--- config.mk ---
export PLATFORM = sky130hd
export DESIGN_NAME = pbm_p4_bitmap_decoder
export DESIGN_NICKNAME = d
export VERILOG_FILES = /design/src/pbm_pkg.sv /design/src/pbm_p4_bitmap_decoder.sv /design/src/pbm_front.sv /design/src/pbm_cmd_fifo.sv /design/src/pbm_back.sv
export SDC_FILE = /design/constraint.sdc
export NUM_CORES = 1
export LEC_CHECK = 0
export BUFFER_PORTS_ARGS = -buffer_cell sky130_fd_sc_hd__buf_2
export CAP_MARGIN = 20
export CORE_ASPECT_RATIO = 0.5
export CORE_MARGIN = 3
export CORE_UTILIZATION = 66
export CTS_CLUSTER_SIZE = 10
export DETAILED_ROUTE_END_ITERATION = 7
export GPL_TIMING_DRIVEN = 0
export PLACE_DENSITY_LB_ADDON = 0.12
export SLEW_MARGIN = 20
export SYNTH_ARGS = -nofsm -noshare
export SYNTH_HDL_FRONTEND = slang
export SYNTH_HIERARCHICAL = 1
export SYNTH_SLANG_ARGS = --single-unit
--- constraint.sdc ---
create_clock -name clk -period 14.8 [get_ports clk]
set_input_delay 1.48 -clock clk [delete_from_list [all_inputs] [get_ports clk]]
set_output_delay 1.48 -clock clk [all_outputs]
set_load 0.005 [all_outputs]
--- src/pbm_pkg.sv ---
// ----------------------------------------------------------------------------
// PBM P4 decoder package
// Shared item types, result codes and header characters.
// ----------------------------------------------------------------------------
`default_nettype none

package pbm_pkg;

  localparam logic [1:0] KIND_PIXEL = 2'd0;
  localparam logic [1:0] KIND_DONE  = 2'd1;
  localparam logic [1:0] KIND_ERROR = 2'd2;

  localparam logic [1:0] ERR_MAGIC  = 2'd0;
  localparam logic [1:0] ERR_HEADER = 2'd1;
  localparam logic [1:0] ERR_TRUNC  = 2'd2;

  localparam logic [7:0] CHAR_P       = 8'h50;
  localparam logic [7:0] CHAR_FOUR    = 8'h34;
  localparam logic [7:0] CHAR_NEWLINE = 8'h0a;
  localparam logic [7:0] CHAR_HASH    = 8'h23;
  localparam logic [7:0] CHAR_SPACE   = 8'h20;
  localparam logic [7:0] CHAR_ZERO    = 8'h30;
  localparam logic [7:0] CHAR_NINE    = 8'h39;

  localparam logic [2:0] LAST_BIT = 3'd7;
  localparam logic [3:0] BYTE_BITS = 4'd8;

  localparam int unsigned CMD_DEPTH = 2;

  typedef enum logic [2:0] {
    PH_MAGIC,
    PH_LINE,
    PH_COMMENT,
    PH_WIDTH,
    PH_HEIGHT,
    PH_DATA,
    PH_DONE,
    PH_FAIL
  } phase_t;

  typedef enum logic [1:0] {
    TAIL_NONE,
    TAIL_DONE,
    TAIL_ERROR
  } tail_t;

  typedef struct packed {
    logic [7:0] data_byte;
    logic       end_of_file;
  } in_item_t;

  typedef struct packed {
    logic [1:0]  kind;
    logic [11:0] pixel_x;
    logic [11:0] pixel_y;
    logic        black;
    logic [1:0]  error_code;
    logic        last_of_run;
  } out_item_t;

  typedef struct packed {
    logic [7:0]  data_byte;
    logic [11:0] col;
    logic [11:0] row;
    logic [3:0]  count;
    tail_t       tail;
    logic [1:0]  error_code;
  } cmd_t;

  function automatic logic [7:0] magic_char(input logic [1:0] pos);
    logic [7:0] c;
    case (pos)
      2'd0:    c = CHAR_P;
      2'd1:    c = CHAR_FOUR;
      default: c = CHAR_NEWLINE;
    endcase
    return c;
  endfunction

endpackage

`default_nettype wire

--- src/pbm_p4_bitmap_decoder.sv ---
// A taken byte's results pass the command queue, then the output register.
// Throughput: one byte per cycle while the command queue has room; a data byte
// expands to up to eight pixels plus a done or error result, one result per cycle
// while results are popped, so the expander's single output limits pixel data.
// Reset (rst, synchronous): parser returns to the magic check, queue and
// output register empty.
// ----------------------------------------------------------------------------
// PBM P4 bitmap decoder
// Parser front end, command queue and pixel expander back end.
// ----------------------------------------------------------------------------
`default_nettype none

module pbm_p4_bitmap_decoder #(
  parameter int unsigned MAX_WIDTH  = 4096,
  parameter int unsigned MAX_HEIGHT = 4096
) (
  input  wire logic               clk,
  input  wire logic               rst,
  input  wire logic               push,
  output logic                    full,
  input  wire pbm_pkg::in_item_t  data_in,
  output logic                    empty,
  input  wire logic               pop,
  output pbm_pkg::out_item_t      result
);
  import pbm_pkg::*;

  cmd_t cmd, head;
  logic cmd_push, q_full, q_empty, q_pop;

  pbm_front #(
    .MAX_WIDTH (MAX_WIDTH),
    .MAX_HEIGHT(MAX_HEIGHT)
  ) u_front (
    .clk     (clk),
    .rst     (rst),
    .push    (push),
    .full    (full),
    .data_in (data_in),
    .q_full  (q_full),
    .cmd_push(cmd_push),
    .cmd     (cmd)
  );

  pbm_cmd_fifo u_fifo (
    .clk    (clk),
    .rst    (rst),
    .wr_en  (cmd_push),
    .wr_data(cmd),
    .q_full (q_full),
    .rd_en  (q_pop),
    .rd_data(head),
    .q_empty(q_empty)
  );

  pbm_back u_back (
    .clk    (clk),
    .rst    (rst),
    .head   (head),
    .q_empty(q_empty),
    .q_pop  (q_pop),
    .empty  (empty),
    .pop    (pop),
    .result (result)
  );

endmodule

`default_nettype wire

--- src/pbm_front.sv ---
// ----------------------------------------------------------------------------
// PBM P4 decoder front end
// Parses magic, comments and header, tracks the pixel position and issues
// one expansion command per byte that yields results.
// ----------------------------------------------------------------------------
`default_nettype none

module pbm_front #(
  parameter int unsigned MAX_WIDTH  = 4096,
  parameter int unsigned MAX_HEIGHT = 4096
) (
  input  wire logic              clk,
  input  wire logic              rst,
  input  wire logic              push,
  output logic                   full,
  input  wire pbm_pkg::in_item_t data_in,
  input  wire logic              q_full,
  output logic                   cmd_push,
  output pbm_pkg::cmd_t          cmd
);
  import pbm_pkg::*;

  localparam int unsigned WW = $clog2(MAX_WIDTH + 1);
  localparam int unsigned HW = $clog2(MAX_HEIGHT + 1);

  phase_t        phase, phase_next;
  logic [1:0]    magic_pos, magic_pos_next;
  logic [WW-1:0] image_width, image_width_next;
  logic [HW-1:0] image_height, image_height_next;
  logic          digit_seen, digit_seen_next;
  logic [WW-1:0] column, column_next;
  logic [HW-1:0] row, row_next;

  logic          accept;
  logic          is_digit;
  logic [WW+3:0] wacc;
  logic [HW+3:0] hacc;
  logic [WW-1:0] left;
  logic [3:0]    count;
  logic [WW-1:0] col_sum;
  logic [HW:0]   row_inc;
  logic          hit_fail;
  logic [1:0]    fail_code;
  logic          hit_done;
  logic [7:0]    b;

  assign b        = data_in.data_byte;
  assign full     = q_full;
  assign accept   = push && !q_full;
  assign is_digit = (b >= CHAR_ZERO) && (b <= CHAR_NINE);

  assign wacc = ((WW + 4)'(image_width) << 3) + ((WW + 4)'(image_width) << 1)
              + (WW + 4)'(b[3:0]);
  assign hacc = ((HW + 4)'(image_height) << 3) + ((HW + 4)'(image_height) << 1)
              + (HW + 4)'(b[3:0]);

  assign left    = image_width - column;
  assign col_sum = column + WW'(count);
  assign row_inc = (HW + 1)'(row) + (HW + 1)'(1);

  always_comb begin
    count = (left < WW'(BYTE_BITS)) ? left[3:0] : BYTE_BITS;
  end

  // next state and header registers
  always_comb begin
    phase_next        = phase;
    magic_pos_next    = magic_pos;
    image_width_next  = image_width;
    image_height_next = image_height;
    digit_seen_next   = digit_seen;
    column_next       = column;
    row_next          = row;
    hit_fail          = 1'b0;
    fail_code         = ERR_HEADER;
    hit_done          = 1'b0;
    case (phase)
      PH_MAGIC: begin
        if (b != magic_char(magic_pos)) begin
          hit_fail   = 1'b1;
          fail_code  = ERR_MAGIC;
          phase_next = PH_FAIL;
        end else if (magic_pos == 2'd2) begin
          magic_pos_next = 2'd0;
          phase_next     = PH_LINE;
        end else begin
          magic_pos_next = magic_pos + 2'd1;
        end
      end
      PH_COMMENT: begin
        if (b == CHAR_NEWLINE) phase_next = PH_LINE;
      end
      PH_LINE, PH_WIDTH: begin
        if (phase == PH_LINE && b == CHAR_HASH) begin
          phase_next = PH_COMMENT;
        end else begin
          phase_next = PH_WIDTH;
          if (is_digit) begin
            digit_seen_next  = 1'b1;
            image_width_next = wacc[WW-1:0];
            if (wacc > (WW + 4)'(MAX_WIDTH)) begin
              hit_fail   = 1'b1;
              phase_next = PH_FAIL;
            end
          end else if (b == CHAR_SPACE && digit_seen) begin
            digit_seen_next = 1'b0;
            phase_next      = PH_HEIGHT;
          end else begin
            hit_fail   = 1'b1;
            phase_next = PH_FAIL;
          end
        end
      end
      PH_HEIGHT: begin
        if (is_digit) begin
          digit_seen_next   = 1'b1;
          image_height_next = hacc[HW-1:0];
          if (hacc > (HW + 4)'(MAX_HEIGHT)) begin
            hit_fail   = 1'b1;
            phase_next = PH_FAIL;
          end
        end else if (b == CHAR_NEWLINE && digit_seen) begin
          digit_seen_next = 1'b0;
          column_next     = '0;
          row_next        = '0;
          if (image_width == '0 || image_height == '0) begin
            hit_done   = 1'b1;
            phase_next = PH_DONE;
          end else begin
            phase_next = PH_DATA;
          end
        end else begin
          hit_fail   = 1'b1;
          phase_next = PH_FAIL;
        end
      end
      PH_DATA: begin
        column_next = col_sum;
        if (col_sum >= image_width) begin
          column_next = '0;
          row_next    = row_inc[HW-1:0];
          if (row_inc >= (HW + 1)'(image_height)) begin
            hit_done   = 1'b1;
            phase_next = PH_DONE;
          end
        end
      end
      default: begin
      end
    endcase
  end

  // command to the back end
  always_comb begin
    cmd.data_byte  = b;
    cmd.col        = 12'(column);
    cmd.row        = 12'(row);
    cmd.count      = (phase == PH_DATA) ? count : 4'd0;
    cmd.tail       = TAIL_NONE;
    cmd.error_code = '0;
    if (hit_fail) begin
      cmd.tail       = TAIL_ERROR;
      cmd.error_code = fail_code;
    end else if (hit_done) begin
      cmd.tail = TAIL_DONE;
    end else if (data_in.end_of_file && phase_next != PH_DONE && phase_next != PH_FAIL) begin
      cmd.tail = TAIL_ERROR;
      case (phase_next)
        PH_MAGIC: cmd.error_code = ERR_MAGIC;
        PH_DATA:  cmd.error_code = ERR_TRUNC;
        default:  cmd.error_code = ERR_HEADER;
      endcase
    end
    cmd_push = accept && (cmd.count != 4'd0 || cmd.tail != TAIL_NONE);
  end

  always_ff @(posedge clk) begin
    if (rst || (accept && data_in.end_of_file)) begin
      phase        <= PH_MAGIC;
      magic_pos    <= '0;
      image_width  <= '0;
      image_height <= '0;
      digit_seen   <= 1'b0;
      column       <= '0;
      row          <= '0;
    end else if (accept) begin
      phase        <= phase_next;
      magic_pos    <= magic_pos_next;
      image_width  <= image_width_next;
      image_height <= image_height_next;
      digit_seen   <= digit_seen_next;
      column       <= column_next;
      row          <= row_next;
    end
  end

endmodule

`default_nettype wire

--- src/pbm_cmd_fifo.sv ---
// ----------------------------------------------------------------------------
// PBM P4 decoder command queue
// Short register queue between the parser and the pixel expander.
// ----------------------------------------------------------------------------
`default_nettype none

module pbm_cmd_fifo (
  input  wire logic          clk,
  input  wire logic          rst,
  input  wire logic          wr_en,
  input  wire pbm_pkg::cmd_t wr_data,
  output logic               q_full,
  input  wire logic          rd_en,
  output pbm_pkg::cmd_t      rd_data,
  output logic               q_empty
);
  import pbm_pkg::*;

  localparam int unsigned PW = $clog2(CMD_DEPTH);
  localparam int unsigned CW = $clog2(CMD_DEPTH + 1);

  cmd_t          slots [CMD_DEPTH];
  logic [PW-1:0] wr_ptr, rd_ptr;
  logic [CW-1:0] fill;
  logic          do_wr, do_rd;

  assign q_full  = (fill == CW'(CMD_DEPTH));
  assign q_empty = (fill == '0);
  assign do_wr   = wr_en && !q_full;
  assign do_rd   = rd_en && !q_empty;
  assign rd_data = slots[rd_ptr];

  always_ff @(posedge clk) begin
    if (do_wr) slots[wr_ptr] <= wr_data;
  end

  always_ff @(posedge clk) begin
    if (rst) begin
      wr_ptr <= '0;
      rd_ptr <= '0;
      fill   <= '0;
    end else begin
      if (do_wr) wr_ptr <= (wr_ptr == PW'(CMD_DEPTH - 1)) ? '0 : wr_ptr + PW'(1);
      if (do_rd) rd_ptr <= (rd_ptr == PW'(CMD_DEPTH - 1)) ? '0 : rd_ptr + PW'(1);
      if (do_wr && !do_rd) fill <= fill + CW'(1);
      else if (do_rd && !do_wr) fill <= fill - CW'(1);
    end
  end

endmodule

`default_nettype wire

--- src/pbm_back.sv ---
// ----------------------------------------------------------------------------
// PBM P4 decoder back end
// Expands each command into pixel, done and error results, one per cycle
// while results are popped, through an output register.
// ----------------------------------------------------------------------------
`default_nettype none

module pbm_back (
  input  wire logic          clk,
  input  wire logic          rst,
  input  wire pbm_pkg::cmd_t head,
  input  wire logic          q_empty,
  output logic               q_pop,
  output logic               empty,
  input  wire logic          pop,
  output pbm_pkg::out_item_t result
);
  import pbm_pkg::*;

  logic [3:0] idx;
  logic [3:0] total;
  logic       load;
  logic       last;
  logic       out_valid;
  out_item_t  cur;

  assign total = head.count + ((head.tail != TAIL_NONE) ? 4'd1 : 4'd0);
  assign last  = (idx == total - 4'd1);
  assign load  = !q_empty && (!out_valid || pop);
  assign q_pop = load && last;
  assign empty = !out_valid;

  always_comb begin
    cur.kind        = KIND_PIXEL;
    cur.pixel_x     = '0;
    cur.pixel_y     = '0;
    cur.black       = 1'b0;
    cur.error_code  = '0;
    cur.last_of_run = last;
    if (idx < head.count) begin
      cur.pixel_x = head.col + 12'(idx);
      cur.pixel_y = head.row;
      cur.black   = head.data_byte[LAST_BIT - idx[2:0]];
    end else begin
      case (head.tail)
        TAIL_DONE:  cur.kind = KIND_DONE;
        TAIL_ERROR: begin
          cur.kind       = KIND_ERROR;
          cur.error_code = head.error_code;
        end
        default:    cur.kind = KIND_DONE;
      endcase
    end
  end

  always_ff @(posedge clk) begin
    if (load) result <= cur;
  end

  always_ff @(posedge clk) begin
    if (rst) begin
      out_valid <= 1'b0;
      idx       <= '0;
    end else if (load) begin
      out_valid <= 1'b1;
      idx       <= last ? 4'd0 : idx + 4'd1;
    end else if (pop) begin
      out_valid <= 1'b0;
    end
  end

endmodule

`default_nettype wire

## After elaboration in Yosys (flattened, before gate mapping)

Memory sizes are Yosys's and may differ from the RTL's. A register that Yosys moved wholly into a read port is not among the register bits.
Cells that the tools add are included.

| word-level totals | value |
|---|---|
| RAM bits | 80 |
| memories kept | 1 |
| bits in registers | 97 |
| word-level logic and storage cells | 184 |

Memories:

| memory | words | width | read ports | clocked after memory_dff | write ports | RTL line | source |
|---|---|---|---|---|---|---|---|
| u_fifo.slots | 2 | 40 | 1 | 1 | 1 | pbm_cmd_fifo.sv:22 | `cmd_t slots [CMD_DEPTH];` |

| operators by class | value |
|---|---|
| add/subtract/negate cells | 17 |
| $lt $le $gt $ge | 9 |
| eq/ne operators | 23 |
| mux-type cells | 68 |
| reductions and logical operators | 45 |
| bitwise gates (word level) | 3 |

Operators with widths:

| kind | number |
|---|---|
| 13-bit 2-to-1 mux | 4 |
| 13-bit case mux with 2 select lines | 2 |
| 16-bit by 14-bit adder with 17-bit output | 2 |
| 17-bit by 4-bit adder with 17-bit output | 2 |
| 17-bit by 13-bit greater-than comparator with 1-bit output, second input constant | 2 |
| 3-bit 2-to-1 mux | 10 |
| 1-bit 2-to-1 mux | 29 |
| 13-bit logical NOT | 2 |
| 2-bit 2-to-1 mux | 10 |
| 4-bit 2-to-1 mux | 5 |
| 8-bit by 6-bit == test with 1-bit output, second input constant | 2 |
| 1-bit logical AND | 15 |
| 3-bit case mux with 5 select lines | 1 |
| 13-bit by 1-bit adder with 14-bit output, second input constant | 1 |
| 14-bit by 13-bit >= comparator with 1-bit output | 1 |
| 7-bit case mux with 2 select lines | 1 |
| 13-bit by 4-bit adder with 13-bit output | 1 |
| 13-bit >= comparator | 1 |
| 13-bit by 4-bit < comparator with 1-bit output, second input constant | 1 |
| 13-bit subtractor | 1 |
| 12-bit by 4-bit adder with 12-bit output | 1 |
| 2-bit nonzero test | 6 |
| 5-bit AND reduction | 2 |
| 3-bit == test, second input constant | 3 |
| 36 further kinds | 60 |

## Longest topological paths before layout

| logic depth | value |
|---|---|
| depth after elaboration | 21 |
| mapped depth | 36 |
| gate-level depth less buffers | 36 |

## By module

The synthesis kept the hierarchy.

By module, submodules not included:

| module | area an instance (um^2) | cells an instance | instances |
|---|---|---|---|
| pbm_front | 6592.6 | 853 | 1 |
| pbm_cmd_fifo | 3090.5 | 149 | 1 |
| pbm_back | 1903.1 | 156 | 1 |

## Least setup slack after synthesis

No wires, ideal clock.

| timing | value |
|---|---|
| path kind | register to register |
| start | register u_front.image_width[0] |
| end | memory u_fifo/slots[0][0] (netlist bit), enable pin |
| path slack | 7231 ps |
| stages on the path, launching flop included | 34 |
| arrival time | 7175 ps |
| period minus slack after synthesis | 7569 ps |
| data required time | 14406 ps |
| cells stage by stage | dfxtp_1 -> inv_1 -> ha_1 -> fa_1 -> nor2b_1 -> o31a_1 -> o22ai_1 -> xnor2_1 -> or4_1 -> a2111oi_2 -> nand2_1 -> nor2_1 -> ha_1 -> fa_1 -> a21o_1 -> a21o_1 -> and3_1 -> and3_1 -> and3_1 -> nand3_1 -> xnor2_1 -> ha_1 -> a21oi_1 -> o21ai_0 -> a21o_1 -> a31oi_1 -> nor3_1 -> a31o_2 -> a31oi_4 -> o21ai_2 -> a41oi_2 -> inv_1 -> or3_1 -> inv_1 |

| between the ends | value |
|---|---|
| cells in the longest elaborated chain, start to end | 19 |
| elaborated cells between the ends (all ways) | 42 |

RTL lines:

| what | RTL line | source |
|---|---|---|
| start: declaration | pbm_front.sv:28 | `logic [WW-1:0] image_width, image_width_next;` |
| start signal: assignment | pbm_front.sv:189 | `image_width <= image_width_next;` |
| 13-bit subtractor or 16-bit by 14-bit adder with 17-bit output (tied branches) | pbm_front.sv:57, pbm_front.sv:52 |  |
| 13-bit by 4-bit < comparator with 1-bit output or 17-bit by 4-bit adder with 17-bit output (tied branches) | pbm_front.sv:62, pbm_front.sv:53 |  |
| 4-bit 2-to-1 mux or 17-bit by 13-bit greater-than comparator with 1-bit output (tied branches) | pbm_front.sv:62, pbm_front.sv:101 |  |
| 13-bit by 4-bit adder with 13-bit output or 3-bit 2-to-1 mux (tied branches) | pbm_front.sv:58, pbm_front.sv:101 |  |
| 13-bit >= comparator or 3-bit 2-to-1 mux (tied branches) | pbm_front.sv:139, pbm_front.sv:98 |  |
| 3-bit 2-to-1 mux, on equally long branches | pbm_front.sv:139, pbm_front.sv:94 |  |
| 3-bit case mux with 5 select lines | pbm_front.sv:77 | `case (phase)` |
| 3-bit != test | pbm_front.sv:166 | `end else if (data_in.end_of_file && phase_next != PH_DONE && phase_next != PH_FAIL) begin` |
| [4 not listed] | -- |  |
| 4-bit 2-to-1 mux | pbm_front.sv:161 | `if (hit_fail) begin` |
| 2-bit nonzero test | pbm_front.sv:174 | `cmd_push = accept && (cmd.count != 4'd0 \|\| cmd.tail != TAIL_NONE);` |
| 1-bit logical OR * | pbm_front.sv:174 |  |
| 1-bit logical AND * | pbm_front.sv:174 |  |
| net cmd_push | pbm_p4_bitmap_decoder.sv:29 | `logic cmd_push, q_full, q_empty, q_pop;` |
| 1-bit logical AND * | pbm_cmd_fifo.sv:29 | `assign do_wr = wr_en && !q_full;` |
| 1-bit 2-to-1 mux * | pbm_cmd_fifo.sv:34 | `if (do_wr) slots[wr_ptr] <= wr_data;` |
| 1-bit 2-to-1 mux (implied by the code) * | pbm_cmd_fifo.sv:34 |  |
| end: declaration | pbm_cmd_fifo.sv:22 |  |

Mark *: on every way through the listed nets, which the timed path passes. The rest lies on a longest branch.

## Final worst setup path

| timing | value |
|---|---|
| start | register u_front.image_width[0] |
| end | memory u_fifo/slots[1][37] (netlist bit), enable pin |

| between the ends | value |
|---|---|
| cells in the longest elaborated chain, start to end | 19 |
| elaborated cells between the ends (all ways) | 42 |

RTL lines:

| what | RTL line | source |
|---|---|---|
| 13-bit subtractor or 16-bit by 14-bit adder with 17-bit output (tied branches) | pbm_front.sv:57, pbm_front.sv:52 |  |
| 13-bit by 4-bit < comparator with 1-bit output or 17-bit by 4-bit adder with 17-bit output (tied branches) | pbm_front.sv:62, pbm_front.sv:53 |  |
| 4-bit 2-to-1 mux or 17-bit by 13-bit greater-than comparator with 1-bit output (tied branches) | pbm_front.sv:62, pbm_front.sv:101 |  |
| 13-bit by 4-bit adder with 13-bit output or 3-bit 2-to-1 mux (tied branches) | pbm_front.sv:58, pbm_front.sv:101 |  |
| 13-bit >= comparator or 3-bit 2-to-1 mux (tied branches) | pbm_front.sv:139, pbm_front.sv:98 |  |
| 3-bit 2-to-1 mux, on equally long branches | pbm_front.sv:139, pbm_front.sv:94 |  |
| 3-bit case mux with 5 select lines | pbm_front.sv:77 |  |
| 3-bit != test | pbm_front.sv:166 |  |
| [5 not listed] | -- |  |
| 2-bit nonzero test | pbm_front.sv:174 |  |
| 1-bit logical OR * | pbm_front.sv:174 |  |
| 1-bit logical AND * | pbm_front.sv:174 |  |
| net cmd_push | pbm_p4_bitmap_decoder.sv:29 |  |
| 1-bit logical AND * | pbm_cmd_fifo.sv:29 |  |
| net u_fifo.do_wr | pbm_cmd_fifo.sv:25 | `logic do_wr, do_rd;` |
| 1-bit 2-to-1 mux * | pbm_cmd_fifo.sv:34 |  |
| 1-bit 2-to-1 mux (implied by the code) * | pbm_cmd_fifo.sv:34 |  |

Marked as above.

==> out/results.ini <==
[sta]
whs_ps=504.5
tightest_slew_ps=856.5
final.setup.tns_ps=0
hold_violations=0
rsz0062_at_grt=no
finalSetupViolations=0
finalMaxSlewViolations=0
max_slew_margin_pct=42.38
post-route-min-period_ps=8606
clock_skew_ps=15.78
max_freq_ghz=0.1162
fin_crit_sh_pct=58.15
final.setup.worst_slack_ps=6194

[logic_synthesis]
syn_nets=1282
synth_cells=1158
synth_flop_cell=edfxtp_1
seq_area_frac_synth_pct=40.26
avgSynthCellArea_um2=10.01
yosys_register_bits=178
synth_edf_count=110
yosysTopAreaCellShare_pct=28.51
yosysUniqueCellTypes=79
yosysWarningCount=6
netlist.top_cell.by_area=edfxtp_1
async_flop_share_pct=0
synth_area_leaders=edfxtp_1 29%, dfxtp_1 12%, ha_1 11%
syn-cell-area_um2=11590

[place]
hpwl_um=20220
post-place-ws_ps=6433
port_buffers=44
routabilityCongestion=0.9335

[global_routing]
grt_pass1_wl_um=44570
grt_max_degree=35
grt_pass1_vias=8746
antenna_found_initial=0
grt_util_all_layers_pct=28.76
gr-total-overflow=0

[cts]
cts-root-buf=clkbuf_16
clk_pin_slew_ps=70
cts_resized=0
post_cts_buffers=0
cts_tree=built
cts.htree.levels=4
clkLatencyLatePin_ps=430
cts_buffers=17
clock_path_buffers=2
cts_sinks=178
postCtsHoldBufs=0

[cells_and_area]
drive_gt1_share_pct=17.06
final_nets=1348
antennaDiodeCount=0
area_delta_synth_final_pct=10.09

[setup_path]
timing.reg2reg.setup_slack_ps=6190
cp_num_cells=33
startpoint_type=flop
crit_required_ps=14930
cpMaxStageDelayCell=or4_1
reg2regPathDepth=33
worst-setup-path-type=reg2reg
cp_max_fo=24
critPathMaxStageDelay_ps=560
critPathArrivalTime_ps=8730
crit_buf_inv=3
crit_top_cell=ha_1
endpoint_kind=flop
critical_path.top_delay_family=compound AO/OA/AOI/OAI gates

[power_and_ir_drop]
power.density_nw_per_um2=121.2
p_sw_share_pct=31.00
clkPwrFrac_pct=28.5
seqPwrFrac_pct=44.9
vdd_drop_max_uv=99.83
leakage_uw=0.005193
power.switching_uw=479.3
power_uw=1546
comb_power_share_pct=26.6
p_int_uw=1067

[hold_path]
hold_class=reg2reg
whs_path_depth=2

[detailed_routing]
avgViaCountPerCell=6.241
drtAntennaViolNets=0
via_count=9137
drc=0
wl_per_cell_um=18.55
drt-total-wl_um=27150
first_iter_violations=884
dr.pass1.iters=5

[floorplanning]
dieArea_um2=19280
pin_count=45
die_height_um=99.69
core_area_um2=16760
start_util_pct=69.11
die_x_um=193.4
num_rows=33

[job]
cap_violations=0

[status]
outcome=finished, final reports clean

==> layout by cell type (no fill, tap or decap), drive strengths merged, types with 6 or more instances in the layout <==
| cell type | instances |
|---|---|
| mux2 | 41 |
| a211oi | 13 |
| xor2 | 19 |
| inv | 68 |
| a31oi | 11 |
| nor3 | 23 |
| nor2b | 11 |
| clkinv | 6 |
| nand2 | 61 |
| and2 | 25 |
| a21o | 22 |
| a2111oi | 7 |
| nor4 | 13 |
| dfxtp | 68 |
| nand4 | 12 |
| fa | 7 |
| mux2i | 13 |
| o2111ai | 6 |
| a21oi | 90 |
| xnor2 | 39 |
| or3 | 10 |
| clkbuf | 35 |
| edfxtp | 110 |
| o21ai | 58 |
| o211ai | 10 |
| nor2 | 106 |
| a22oi | 10 |
| buf | 91 |
| nand2b | 10 |
| and3 | 21 |
| nand3b | 8 |
| ha | 104 |
| or2 | 9 |
| nand3 | 31 |
| o21a | 10 |
==> stage by stage <==
step | instance area, µm² | instances | utilization [%]
after CTS | 12750 | 1464 | 76.09
after global routing | 12750 | 1464 | 76.09
final | 12750 | 1464 | 76.09
after detailed placement | 12170 | 1432 | 72.58
after floorplan | 11590 | 1158 | -
after global placement | 12090 | 1429 | 72.12
==> power by group through the flow <==
stage	registers (µW)	logic (µW)	clock network, µW
final	694	412	441
after global routing	704	449	469
after CTS	695	409	445
after detailed placement	704	402	0
after global placement	703	369	0
after floorplan	708	258	0
==> final cells by class <==
type                            instances  area (µm²)
Sequential cell                       178        4664
Clock buffer                           17       425.4
Inverter                               60       225.2
Clock inverter                         15       162.7
Fill cell                            1124        4009
Multi-Input combinational cell        858        6306
Timing Repair Buffer                   47       287.8
Buffer                                 62       399.1
Tap cell                              227       284.0
==> path summary, 6_finish.rpt <==
| path | end | startpoint |
|---|---|---|
| worst max-delay path | u_fifo/slots[1][37] | u_front/image_width[0] |
| worst min-delay path | u_fifo/wr_ptr | u_fifo/wr_ptr |
| worst max register to register | u_fifo/slots[1][37] | u_front/image_width[0] |
| worst min register to register | u_fifo/wr_ptr | u_fifo/wr_ptr |
==> sequential cells by signal, indices dropped and copies added, names as in the netlist, 2 cells and up, named ones only <==
| name | flops |
|---|---|
| u_back/idx | 4 |
| u_back/result | 30 |
| u_fifo/fill | 2 |
| u_fifo/slots | 80 |
| u_front/column | 13 |
| u_front/image_height | 13 |
| u_front/image_width | 13 |
| u_front/magic_pos | 2 |
| u_front/phase | 3 |
| u_front/row | 13 |
==> worst min-delay path: stages, from the launching register on <==
cell and delay, ps:
dfxtp_1 320, o21ai_0 70, a21oi_1 70
==> layer usage <==
| metal | vias up | GRT usage (%) | wire [µm] |
|---|---|---|---|
| met1 | 4318 | 41.52 | 12750 |
| li1 | 4385 | - | - |
| met2 | 383 | 44.39 | 11690 |
| met3 | 51 | 5.956 | 2225 |
| met5 | - | 0 | 0 |
| met4 | 0 | 8.218 | 488 |
==> kinds of logic (layout without fill, tap and decap cells) <==
group	after synthesis	after routing	synth area share, %
buf+inv	122	201	5.389
simple gates	361	361	16.20
flops	178	178	40.26
xor+xnor	58	58	4.384
mux	56	56	5.561
compound gates	272	272	15.77
fa+ha+maj	111	111	12.44
==> synth_stat cells, types with 6 or more instances <==
cell,number
a211oi_1,13
inv_1,60
mux2_2,41
ha_1,104
o211ai_1,10
nand3_1,31
nand3b_1,8
buf_2,6
and2_2,14
clkbuf_1,16
dfxtp_1,68
edfxtp_1,110
nor2_1,106
and2_1,10
a22oi_1,9
nand4_1,12
xnor2_1,39
fa_1,7
nand2b_1,9
mux2i_1,13
nor4_1,13
nand2_1,61
and3_1,20
or2_2,8
nor3_1,23
or3_1,9
a21oi_1,90
a21o_1,22
xor2_1,19
o21ai_0,52
nor2b_1,10
buf_4,33
a31oi_1,10
o21a_1,10
Power figures use the tool's default switching activity.
